File: src/design/dssw_pkg.sv
// shared types, microcode program and glyph table for the seven-segment number writer
package dssw_pkg;

  localparam int MAX_BOX   = 16;
  localparam int BOX_W     = $clog2(MAX_BOX + 1);
  localparam int MAX_DIGITS = 5;
  localparam int ND_W      = $clog2(MAX_DIGITS + 1);
  localparam int DIDX_W    = $clog2(MAX_DIGITS);
  localparam int LEN_W     = $clog2(MAX_DIGITS + 2);

  localparam int IN_TDATA_W  = 40;
  localparam int OUT_TDATA_W = 16;

  // display modes
  localparam logic [1:0] MODE_UNSIGNED = 2'd0;
  localparam logic [1:0] MODE_SIGNED   = 2'd1;
  localparam logic [1:0] MODE_TWO_DIG  = 2'd2;
  localparam logic [1:0] MODE_UNUSED   = 2'd3;

  // glyph codes beyond the decimal digits
  localparam logic [3:0] GLYPH_BLANK = 4'd10;
  localparam logic [3:0] GLYPH_MINUS = 4'd11;

  // reciprocal of ten for 16-bit dividends: q = (x * RECIP10) >> RECIP_SHIFT
  localparam logic [15:0] RECIP10     = 16'hCCCD;
  localparam int          RECIP_SHIFT = 19;

  typedef enum logic [1:0] {
    COND_NEVER      = 2'd0,
    COND_STAY_IDLE  = 2'd1,
    COND_MORE_DIGIT = 2'd2,
    COND_EMIT_MORE  = 2'd3
  } cond_t;

  typedef logic [1:0] pc_t;

  typedef struct packed {
    logic  in_rdy;
    logic  div;
    logic  prep;
    logic  emit;
    cond_t cond;
    pc_t   target;
  } ucode_t;

  localparam pc_t STEP_WAIT = 2'd0;
  localparam pc_t STEP_DIV  = 2'd1;
  localparam pc_t STEP_PREP = 2'd2;
  localparam pc_t STEP_EMIT = 2'd3;

  // taken jump goes to target, otherwise pc + 1 (the emit step wraps to wait)
  localparam ucode_t UCODE [4] = '{
    '{in_rdy: 1'b1, div: 1'b0, prep: 1'b0, emit: 1'b0, cond: COND_STAY_IDLE,
      target: STEP_WAIT},
    '{in_rdy: 1'b0, div: 1'b1, prep: 1'b0, emit: 1'b0, cond: COND_MORE_DIGIT,
      target: STEP_DIV},
    '{in_rdy: 1'b0, div: 1'b0, prep: 1'b1, emit: 1'b0, cond: COND_NEVER,
      target: STEP_WAIT},
    '{in_rdy: 1'b0, div: 1'b0, prep: 1'b0, emit: 1'b1, cond: COND_EMIT_MORE,
      target: STEP_EMIT}
  };

  function automatic logic [7:0] seg_of(input logic [3:0] g);
    logic [7:0] s;
    case (g)
      4'd0:        s = 8'b0011_1111;
      4'd1:        s = 8'b0000_0110;
      4'd2:        s = 8'b0101_1011;
      4'd3:        s = 8'b0100_1111;
      4'd4:        s = 8'b0110_0110;
      4'd5:        s = 8'b0110_1101;
      4'd6:        s = 8'b0111_1101;
      4'd7:        s = 8'b0000_0111;
      4'd8:        s = 8'b0111_1111;
      4'd9:        s = 8'b0110_1111;
      GLYPH_MINUS: s = 8'b0100_0000;
      default:     s = 8'b0000_0000;
    endcase
    return s;
  endfunction

endpackage

File: src/design/decimal_to_seven_segment_writer.sv
// seven-segment number writer: microcoded sequencer with divide-by-ten datapath
//
// Accepts one number per transaction and writes it as seven-segment patterns, one
// output transaction per display position in ascending order from start_position
// (positions wrap at 256), tlast marking the final pattern. Mode 0 shows an unsigned
// 16-bit value, mode 1 a signed one with a leading minus, both without leading zeros
// and padded with blanks to |box_width| (saturated at 16; negative width pads on the
// right, positive on the left). Mode 2 shows two digits clamped to 99 with a blanked
// leading zero; action 3 is consumed and produces nothing. An item passes an accept
// step, a divide step per decimal digit (1 to 5, always 2 in mode 2) through the shared
// reciprocal multiplier, a setup step, and then an emit step per pattern, max(text
// length, |box|) of them, stretched by any output back-pressure. The output register
// lets the next item be accepted while the last pattern still waits.
module decimal_to_seven_segment_writer (
  input  logic                               clk,
  input  logic                               rst,
  input  logic                               s_axis_tvalid,
  output logic                               s_axis_tready,
  // action[1:0], value[18:2], start_position[26:19], box_width[32:27], zero fill
  input  logic [dssw_pkg::IN_TDATA_W-1:0]    s_axis_tdata,
  output logic                               m_axis_tvalid,
  input  logic                               m_axis_tready,
  // digit_position[7:0], segment_pattern[15:8]
  output logic [dssw_pkg::OUT_TDATA_W-1:0]   m_axis_tdata,
  output logic                               m_axis_tlast
);
  import dssw_pkg::*;

  // input fields
  logic [1:0]  in_action;
  logic [16:0] in_value;
  logic [7:0]  in_start;
  logic [5:0]  in_box;

  assign in_action = s_axis_tdata[1:0];
  assign in_value  = s_axis_tdata[18:2];
  assign in_start  = s_axis_tdata[26:19];
  assign in_box    = s_axis_tdata[32:27];

  // sequencer
  pc_t    pc;
  pc_t    pc_next;
  ucode_t uw;
  logic   jump;

  // datapath registers
  logic [1:0]        mode;
  logic [15:0]       mag;
  logic              neg;
  logic              left;
  logic [7:0]        start;
  logic [BOX_W-1:0]  absb;
  logic [3:0]        rev [MAX_DIGITS];
  logic [ND_W-1:0]   nd;
  logic [LEN_W-1:0]  len;
  logic [BOX_W-1:0]  total;
  logic [BOX_W-1:0]  pad;
  logic [BOX_W-1:0]  idx;

  // output register
  logic [7:0] out_pos;
  logic [7:0] out_seg;
  logic       out_last;
  logic       out_valid;

  logic in_fire;
  logic emit_fire;
  logic out_free;

  assign uw            = UCODE[pc];
  assign s_axis_tready = uw.in_rdy;
  assign in_fire       = s_axis_tvalid && s_axis_tready;
  assign out_free      = !out_valid || m_axis_tready;
  assign emit_fire     = uw.emit && out_free;

  // load-time operand shaping
  logic [15:0] load_mag;
  logic        load_neg;
  logic        load_left;
  logic [6:0]  box_mag;
  logic [BOX_W-1:0] load_absb;

  always_comb begin
    load_neg  = 1'b0;
    load_left = 1'b0;
    load_absb = '0;
    box_mag   = in_box[5] ? (7'd64 - {1'b0, in_box}) : {1'b0, in_box};
    if (in_action == MODE_TWO_DIG) begin
      // clamp to two digits
      load_mag = (in_value[7:0] >= 8'd100) ? 16'd99 : {8'd0, in_value[7:0]};
    end else begin
      load_mag  = in_value[15:0];
      load_left = in_box[5];
      if (in_action == MODE_SIGNED && in_value[15]) begin
        load_neg = 1'b1;
        load_mag = 16'd0 - in_value[15:0];  // 0x8000 stays 32768
      end
      if (box_mag > 7'(MAX_BOX)) begin
        load_absb = BOX_W'(MAX_BOX);
      end else begin
        load_absb = box_mag[BOX_W-1:0];
      end
    end
  end

  // one decimal digit per step through the reciprocal multiplier
  logic [31:0] prod;
  logic [15:0] quo;
  logic [3:0]  rem;
  logic [ND_W-1:0] nd_inc;
  logic        more_digits;

  assign prod   = mag * RECIP10;
  assign quo    = 16'(prod >> RECIP_SHIFT);
  assign rem    = 4'(mag - ((quo << 3) + (quo << 1)));
  assign nd_inc = nd + 1'b1;

  always_comb begin
    if (mode == MODE_TWO_DIG) begin
      more_digits = nd_inc < ND_W'(2);
    end else begin
      more_digits = (quo != 16'd0) && (nd_inc < ND_W'(MAX_DIGITS));
    end
  end

  // text length and padding
  logic [LEN_W-1:0] prep_len;
  logic [BOX_W-1:0] prep_len_w;

  assign prep_len   = LEN_W'(nd) + LEN_W'(neg);
  assign prep_len_w = BOX_W'(prep_len);

  // glyph selection for the current emit index
  logic             is_text;
  logic [BOX_W-1:0] tpos;
  logic [DIDX_W:0]  didx;
  logic [3:0]       digit;
  logic [3:0]       glyph;

  always_comb begin
    if (left) begin
      is_text = idx < BOX_W'(len);
      tpos    = idx;
    end else begin
      is_text = idx >= pad;
      tpos    = idx - pad;
    end
    // text position j maps to stored digit nd - 1 - j + neg
    didx  = (DIDX_W + 1)'(nd) - 1'b1 - (DIDX_W + 1)'(tpos) + (DIDX_W + 1)'(neg);
    digit = (didx < (DIDX_W + 1)'(MAX_DIGITS)) ? rev[didx[DIDX_W-1:0]] : GLYPH_BLANK;
    if (!is_text) begin
      glyph = GLYPH_BLANK;
    end else if (neg && tpos == '0) begin
      glyph = GLYPH_MINUS;
    end else if (mode == MODE_TWO_DIG && tpos == '0 && digit == 4'd0) begin
      glyph = GLYPH_BLANK;  // leading zero of the two-digit field
    end else begin
      glyph = digit;
    end
  end

  // jump condition and next step
  always_comb begin
    case (uw.cond)
      COND_NEVER:      jump = 1'b0;
      COND_STAY_IDLE:  jump = !in_fire || in_action == MODE_UNUSED;
      COND_MORE_DIGIT: jump = more_digits;
      COND_EMIT_MORE:  jump = !emit_fire || idx != total - 1'b1;
      default:         jump = 1'b0;
    endcase
    pc_next = jump ? uw.target : pc + 1'b1;
  end

  always_ff @(posedge clk) begin
    if (rst) begin
      pc <= STEP_WAIT;
    end else begin
      pc <= pc_next;
    end
  end

  // datapath
  always_ff @(posedge clk) begin
    if (in_fire) begin
      mode  <= in_action;
      mag   <= load_mag;
      neg   <= load_neg;
      left  <= load_left;
      start <= in_start;
      absb  <= load_absb;
      nd    <= '0;
    end
    if (uw.div) begin
      rev[nd[DIDX_W-1:0]] <= rem;
      mag <= quo;
      nd  <= nd_inc;
    end
    if (uw.prep) begin
      len <= prep_len;
      idx <= '0;
      if (prep_len_w >= absb) begin
        total <= prep_len_w;
        pad   <= '0;
      end else begin
        total <= absb;
        pad   <= absb - prep_len_w;
      end
    end
    if (emit_fire) begin
      idx <= idx + 1'b1;
    end
  end

  // output register
  always_ff @(posedge clk) begin
    if (rst) begin
      out_valid <= 1'b0;
    end else if (emit_fire) begin
      out_valid <= 1'b1;
    end else if (m_axis_tready) begin
      out_valid <= 1'b0;
    end
  end

  always_ff @(posedge clk) begin
    if (emit_fire) begin
      out_pos  <= start + 8'(idx);
      out_seg  <= seg_of(glyph);
      out_last <= idx == total - 1'b1;
    end
  end

  assign m_axis_tvalid = out_valid;
  assign m_axis_tdata  = {out_seg, out_pos};
  assign m_axis_tlast  = out_last;

  // checks
  a_digit_count: assert property (@(posedge clk) disable iff (rst)
    uw.div |-> nd < ND_W'(MAX_DIGITS))
    else $error("digit store overrun");

  a_emit_index: assert property (@(posedge clk) disable iff (rst)
    uw.emit |-> idx < total)
    else $error("emit index past run length");

  a_last_returns: assert property (@(posedge clk) disable iff (rst)
    emit_fire && idx == total - 1'b1 |=> pc == STEP_WAIT && m_axis_tvalid && m_axis_tlast)
    else $error("final pattern did not end the run");

  a_accept_starts: assert property (@(posedge clk) disable iff (rst)
    in_fire && in_action != MODE_UNUSED |=> pc == STEP_DIV)
    else $error("accepted item did not start conversion");

endmodule

File: config.mk
export PLATFORM = sky130hd
export DESIGN_NAME = decimal_to_seven_segment_writer
export DESIGN_NICKNAME = d
export VERILOG_FILES = /design/src/design/dssw_pkg.sv /design/src/design/decimal_to_seven_segment_writer.sv
export SDC_FILE = /design/constraint.sdc
export NUM_CORES = 1
export LEC_CHECK = 0
export BUFFER_PORTS_ARGS = -buffer_cell sky130_fd_sc_hd__buf_4
export CORE_ASPECT_RATIO = 1.1
export CORE_UTILIZATION = 45
export CTS_BUF_LIST = sky130_fd_sc_hd__clkbuf_8 sky130_fd_sc_hd__clkbuf_16
export DETAILED_ROUTE_END_ITERATION = 10
export MAX_ROUTING_LAYER = met4
export PLACE_DENSITY = 0.73
export SYNTH_ARGS = -nofsm -noshare
export SYNTH_HDL_FRONTEND = slang
export SYNTH_SLANG_ARGS = --single-unit
File: constraint.sdc
create_clock -name clk -period 6.45 [get_ports clk]
set_input_delay 0.3225 -clock clk [delete_from_list [all_inputs] [get_ports clk]]
set_output_delay 0.3225 -clock clk [all_outputs]
set_load 0.02 [all_outputs]
== After elaboration in Yosys (flattened, before gate mapping) ==
Memory sizes are Yosys's and may differ from the RTL's. A register that Yosys moved wholly into a read port is not among the register bits.
Index checks and enable logic that the tools add are counted.

* Input port bits: 44
* Memory bits (read-only): 112
* Bits in writable memories: 20
* Word-level logic and storage cells: 106
* Output and inout bits: 19
* Memories kept: 2
* Register bits after elaboration: 74

* Muxes and demuxes: 29
* Reductions and logical operators: 21
* $mul: 1
* Magnitude comparators: 9
* Add/subtract/negate cells: 15
* Bitwise gates (word level): 1
* Eq/ne operators: 9

{| class="wikitable"
|+ Memory list
! name !! depth !! bits a word !! rd ports !! clocked after memory_dff !! wr ports !! RTL line !! source
|-
| (no name shown) || 16 || 7 || 1 || 1 || 0 || dssw_pkg.sv:65 || <nowiki>case (g)</nowiki>
|-
| rev || 5 || 4 || 1 || 0 || 1 || decimal_to_seven_segment_writer.sv:53 || <nowiki>logic [3:0] rev [MAX_DIGITS];</nowiki>
|}

{| class="wikitable"
|+ Operators by type and width
! cell !! count
|-
| multiplier 16 x 16 -> 32 bit, second input constant || 1
|-
| 2-to-1 mux 16 bit || 2
|-
| 2-to-1 mux 13 bit || 2
|-
| 2-to-1 mux 8 bit || 3
|-
| 2-to-1 mux 5 bit || 4
|-
| binary-select mux 8 bit (select 2 bit) || 1
|-
| 2-to-1 mux 4 bit || 4
|-
| nonzero test 16 bit || 1
|-
| subtractor 1 x 16 -> 16 bit, first input constant || 1
|-
| equality test 2 bit, second input constant || 5
|-
| 2-to-1 mux 3 bit || 3
|-
| adder 8 x 5 -> 8 bit || 1
|-
| greater-or-equal comparator 8 x 7 -> 1 bit, second input constant || 1
|-
| subtractor 4 bit || 2
|-
| greater-than comparator 7 x 5 -> 1 bit, second input constant || 1
|-
| logical AND 1 bit || 7
|-
| 2-to-1 mux 1 bit || 7
|-
| 2-to-1 mux 7 bit || 1
|-
| subtractor 7 x 6 -> 7 bit, first input constant || 1
|-
| nonzero test 2 bit || 3
|-
| adder 5 x 1 -> 5 bit, second input constant || 1
|-
| equality test 5 bit || 1
|-
| greater-or-equal comparator 3 x 5 -> 1 bit || 1
|-
| greater-or-equal comparator 5 bit || 1
|-
| other kinds (25) || 30
|}

== Logic depth before layout (Yosys ltp) ==
* Word-level depth: 11
* Depth in mapped cells: 23
* Gate-level depth less buffers: 22

== Worst setup path before layout ==
Ideal clock, no wire load.

* Path type: reg-to-reg
* From: register mag[3]
* To: register pc[1]
* Setup time: 0.095 ns
* Clock period less this slack: 5.952 ns
* Data required time: 6.355 ns
* Cell stages (with the launch flop): 21
* Slack: 0.498 ns
* Buffers on the path: 0
* Arrival: 5.857 ns
* Path through: edfxtp_1 > ha_1 > inv_1 > fa_1 > inv_1 > fa_1 > fa_1 > fa_1 > inv_1 > fa_1 > inv_1 > ha_1 > a21oi_1 > o21a_1 > o221a_2 > nand3_1 > o31ai_1 > xnor2_1 > or4_4 > or2_0 > o311ai_1

* Word-level cells in the longest chain between the ends: 6

{| class="wikitable"
|+ RTL lines
! what !! RTL line !! source
|-
| from (decl) || decimal_to_seven_segment_writer.sv:48 || <nowiki>logic [15:0] mag;</nowiki>
|-
| from (signal assigned) || decimal_to_seven_segment_writer.sv:186 || <nowiki>mag <= load_mag;</nowiki>
|-
| from (signal assigned) || decimal_to_seven_segment_writer.sv:195 || <nowiki>mag <= quo;</nowiki>
|-
| multiplier 16 x 16 -> 32 bit || decimal_to_seven_segment_writer.sv:113 || <nowiki>assign prod = mag * RECIP10;</nowiki>
|-
| nonzero test 16 bit || decimal_to_seven_segment_writer.sv:122 || <nowiki>more_digits = (quo != 16'd0) && (nd_inc < ND_W'(MAX_DIGITS));</nowiki>
|-
| logical AND 1 bit || decimal_to_seven_segment_writer.sv:122 ||
|-
| 2-to-1 mux 1 bit || decimal_to_seven_segment_writer.sv:119 || <nowiki>if (mode == MODE_TWO_DIG) begin</nowiki>
|-
| case mux 1 bit (4 select lines) || decimal_to_seven_segment_writer.sv:164 || <nowiki>case (uw.cond)</nowiki>
|-
| 2-to-1 mux 2 bit || decimal_to_seven_segment_writer.sv:171 || <nowiki>pc_next = jump ? uw.target : pc + 1'b1;</nowiki>
|-
| to (signal assigned) || decimal_to_seven_segment_writer.sv:178 || <nowiki>pc <= pc_next;</nowiki>
|-
| to (decl) || decimal_to_seven_segment_writer.sv:41 || <nowiki>pc_t pc;</nowiki>
|}

No other way between the ends.
A chain may end at the register's enable or synchronous reset.

== Worst setup path in the final report ==
* From: register mag[9]
* To: register pc[1]

The elaborated chain is that of the path after synthesis.

==> impl_metrics.json <==
{
  "syn_area_per_cell_um2": 10.1,
  "worstPathMaxFanout": 6,
  "run_status": "finished clean",
  "floorplan.initialDensity_pct": 46.0,
  "path_clk_slew_ps": 70,
  "synthDominantAreaCellType": "sky130_fd_sc_hd__edfxtp_1",
  "critical_path_buf_inv_count": 2,
  "yosys-mux-area-fraction_pct": 2.35,
  "via_count_of_the_first_global_routing_pass": 7692,
  "cts-root-to-sink-buffers": 2,
  "worstSetupEndpointType": "flop",
  "post-synth-top-count-cell": "sky130_fd_sc_hd__inv_1",
  "synthCells": 1005,
  "finish.cell_count_without_fillers": 1392,
  "total_die_area_um2": 23200,
  "setup_violations": 0,
  "layout_min_cycle_time_ps": 6220,
  "yosysWarnings": 0,
  "synth_top_cells_by_area": "sky130_fd_sc_hd__edfxtp_1 26%, sky130_fd_sc_hd__ha_1 21%, sky130_fd_sc_hd__fa_1 17%",
  "chipWidth_um": 145,
  "synth_compound_area_share_pct": 10.5,
  "slew_viol_final": 0,
  "ioPinCount": 63,
  "fin_skew_ps": 13.0,
  "detail_route.wl_per_cell_um": 16.3,
  "cts_made_buffers": 9,
  "worstPathArrival_ps": 6480,
  "detailed_place_hpwl_mm": 19.1,
  "detailedRoute.firstPassIterationCount": 5,
  "cp_slowest_stage_delay_ps": 580,
  "critPathRequiredTime_ps": 6710,
  "num_rows": 57,
  "cts_hold_repair.buffers": 0,
  "dpl_worst_slack_ps": 50.4,
  "dpl_cell_area_um2": 11000,
  "track_usage_pct": 21.3,
  "worstMarginPinSlew_ps": 857,
  "main_combinational_cell_family_by_area_after_synthesis": "adder cells",
  "netlist_area_um2": 10200,
  "synth.yosys.seq_area_share_pct": 26.9,
  "crit_type": "flop to flop",
  "crit_path_top_delay_cell": "sky130_fd_sc_hd__fa_1",
  "finalCritPeriodShare_pct": 96.5,
  "synth_largest_type_area_fraction_pct": 25.7,
  "fp.dieH_um": 160,
  "antenna_found_initial": 0,
  "timing.final.hold_violations": 0,
  "synth_cell_type_count": 63,
  "insertedDiodeCount": 0,
  "fraction_of_layout_instances_using_a_drive_strength_above_1_pct": 13.6,
  "areaGrowthSynthToFinish_pct": 14.0,
  "postSynth.topFlopCell": "sky130_fd_sc_hd__edfxtp_1",
  "cts_max_level": 3,
  "total_number_of_vias": 7403,
  "cts.sinks": 93,
  "fmaxAchievable_mhz": 161,
  "globalRouteOverflowTotal": 0,
  "ys_seq_elements": 93,
  "nFillCells": 1990,
  "port_buffers": 53,
  "critical-path-top-cell-by-count": "sky130_fd_sc_hd__fa_1",
  "finalSetupTns_ps": 0,
  "cell_count_after_placement": 1363,
  "grt_start_max_net_pins": 22,
  "floorplan.core_area_um2": 22100,
  "postSynth.asyncResetShare_pct": 0,
  "drt.antenna.violating_nets": 0,
  "routed_wirelength_mm": 22.6,
  "synth_adder_area_share_pct": 37.7,
  "synth.cells.most_frequent": "213 x sky130_fd_sc_hd__inv_1, 170 x sky130_fd_sc_hd__ha_1, 87 x sky130_fd_sc_hd__edfxtp_1",
  "number_of_enable_flip_flop_cells_after_synthesis": 87,
  "num-nets-final": 1391,
  "cts_tree": "yes",
  "synth_fp_nets": 1304,
  "drt-vias-per-instance": 5.32,
  "drc": 0,
  "max-cap-violations": 0,
  "cp_cell_sequence": "ha_4 > inv_1 > fa_1 > fa_1 > fa_1 > fa_1 > inv_1 > fa_1 > ha_2 > a21oi_2 > o21ai_0 > a311oi_1 > o21ai_2 > a31oi_4 > xnor2_2 > or4_4 > or2_0 > o311ai_1",
  "gp_congestion": 0.950,
  "worst_slew_margin_relative_to_its_limit_pct": 42.4,
  "worst_skew_pair.late_latency_ps": 340,
  "critPathLaunchType": "flop",
  "cpLargestDelayFamily": "adder cells",
  "stdcell_area_um2": 11600,
  "clock-root-buffer": "sky130_fd_sc_hd__clkbuf_16",
  "worst_slack_ps": 226,
  "min-delay-path-class": "primary input to flop",
  "basic_gate_share_of_the_synthesized_area_counting_and_or_nand_and_nor_cells_pct": 9.48,
  "detailed_route_iter0_violations": 384,
  "synth_xor_xnor_area_share_pct": 4.57,
  "wire_length_of_the_first_global_routing_pass_mm": 38.0
}
## placed cells by master, fill, tap and decap left out, types with 9 or more instances in the layout
master and n:
sky130_fd_sc_hd__inv_1 216, sky130_fd_sc_hd__ha_1 162, sky130_fd_sc_hd__buf_4 90, sky130_fd_sc_hd__edfxtp_1 87
sky130_fd_sc_hd__fa_1 85, sky130_fd_sc_hd__nand2_1 45, sky130_fd_sc_hd__nor2_1 44, sky130_fd_sc_hd__o21ai_0 37
sky130_fd_sc_hd__a21oi_1 33, sky130_fd_sc_hd__xnor2_1 26, sky130_fd_sc_hd__xor2_1 24, sky130_fd_sc_hd__nor3_1 22
sky130_fd_sc_hd__a21o_1 17, sky130_fd_sc_hd__nand3_1 15, sky130_fd_sc_hd__nand4_1 9, sky130_fd_sc_hd__clkbuf_16 9
## final timing paths
check	from	end	slack [ps]	depth (start not counted)
max	mag[9]$_DFFE_PP_	pc[1]$_SDFF_PP0_	230	18
min	s_axis_tdata[24]	start[5]$_DFFE_PP_	150	1
max reg2reg	mag[9]$_DFFE_PP_	pc[1]$_SDFF_PP0_	230	18
min reg2reg	m_axis_tvalid$_SDFFE_PP0P_	m_axis_tvalid$_SDFFE_PP0P_	570	2
## sequential cells by signal, indices dropped and copies added, names as in the netlist
| name | count |
|---|---|
| len | 3 |
| out_seg | 7 |
| m_axis_tvalid | 1 |
| out_pos | 8 |
| rev | 20 |
| start | 8 |
| mode | 2 |
| nd | 3 |
| left | 1 |
| m_axis_tlast | 1 |
| pc | 2 |
| mag | 16 |
| absb | 5 |
| total | 5 |
| pad | 5 |
| neg | 1 |
| idx | 5 |
## per-stage QoR
step                util (%)  hold WS [ps]
CTS                     51.2           142
global route            52.4           143
floorplan                  -           392
detailed placement      50.0           502
finish                  52.4           153
global placement        50.0           501
## layout make-up
cell class                 count  area [um^2]  share of cell area (%)
clock buffer                   9          225                    1.94
clock inverter                 7         36.3                   0.313
timing repair buffer          90          676                    5.83
multi-input combinational    684         6740                    58.2
sequential                    93         2730                    23.6
inverter                     214          803                    6.94
tap                          295          369                    3.19
## cells by family (layout without fill, tap and decap cells)
| group | after synthesis | count (layout) |
|---|---|---|
| compound gates | 163 | 163 |
| simple gates | 194 | 194 |
| other cells | 1 | 1 |
| xor+xnor | 53 | 53 |
| buf+inv | 228 | 320 |
| flops | 93 | 93 |
| mux | 18 | 18 |
| fa+ha+maj | 255 | 255 |
## per-layer routing
| layer | vias to the layer above | wire length [um] | share of wire (%) | track usage, % |
|---|---|---|---|---|
| met2 | 180 | 11800 | 52 | 37.3 |
| met4 | 0 | 883 | 3.9 | 8.85 |
| li1 | 3600 | - | - | - |
| met3 | 53 | 945 | 4.2 | 2.35 |
| met5 | - | 0 | 0 | - |
| met1 | 3570 | 9030 | 40 | 24.8 |
## repair_timing
action / in CTS / in global routing
gates resized for setup: 0 / 35
buffers inserted: 0 / 13
setup endpoints to repair: 0 / 12
Power is not shown: default switching activity piles up to over one toggle a cycle in this logic, so the estimate is an artifact.
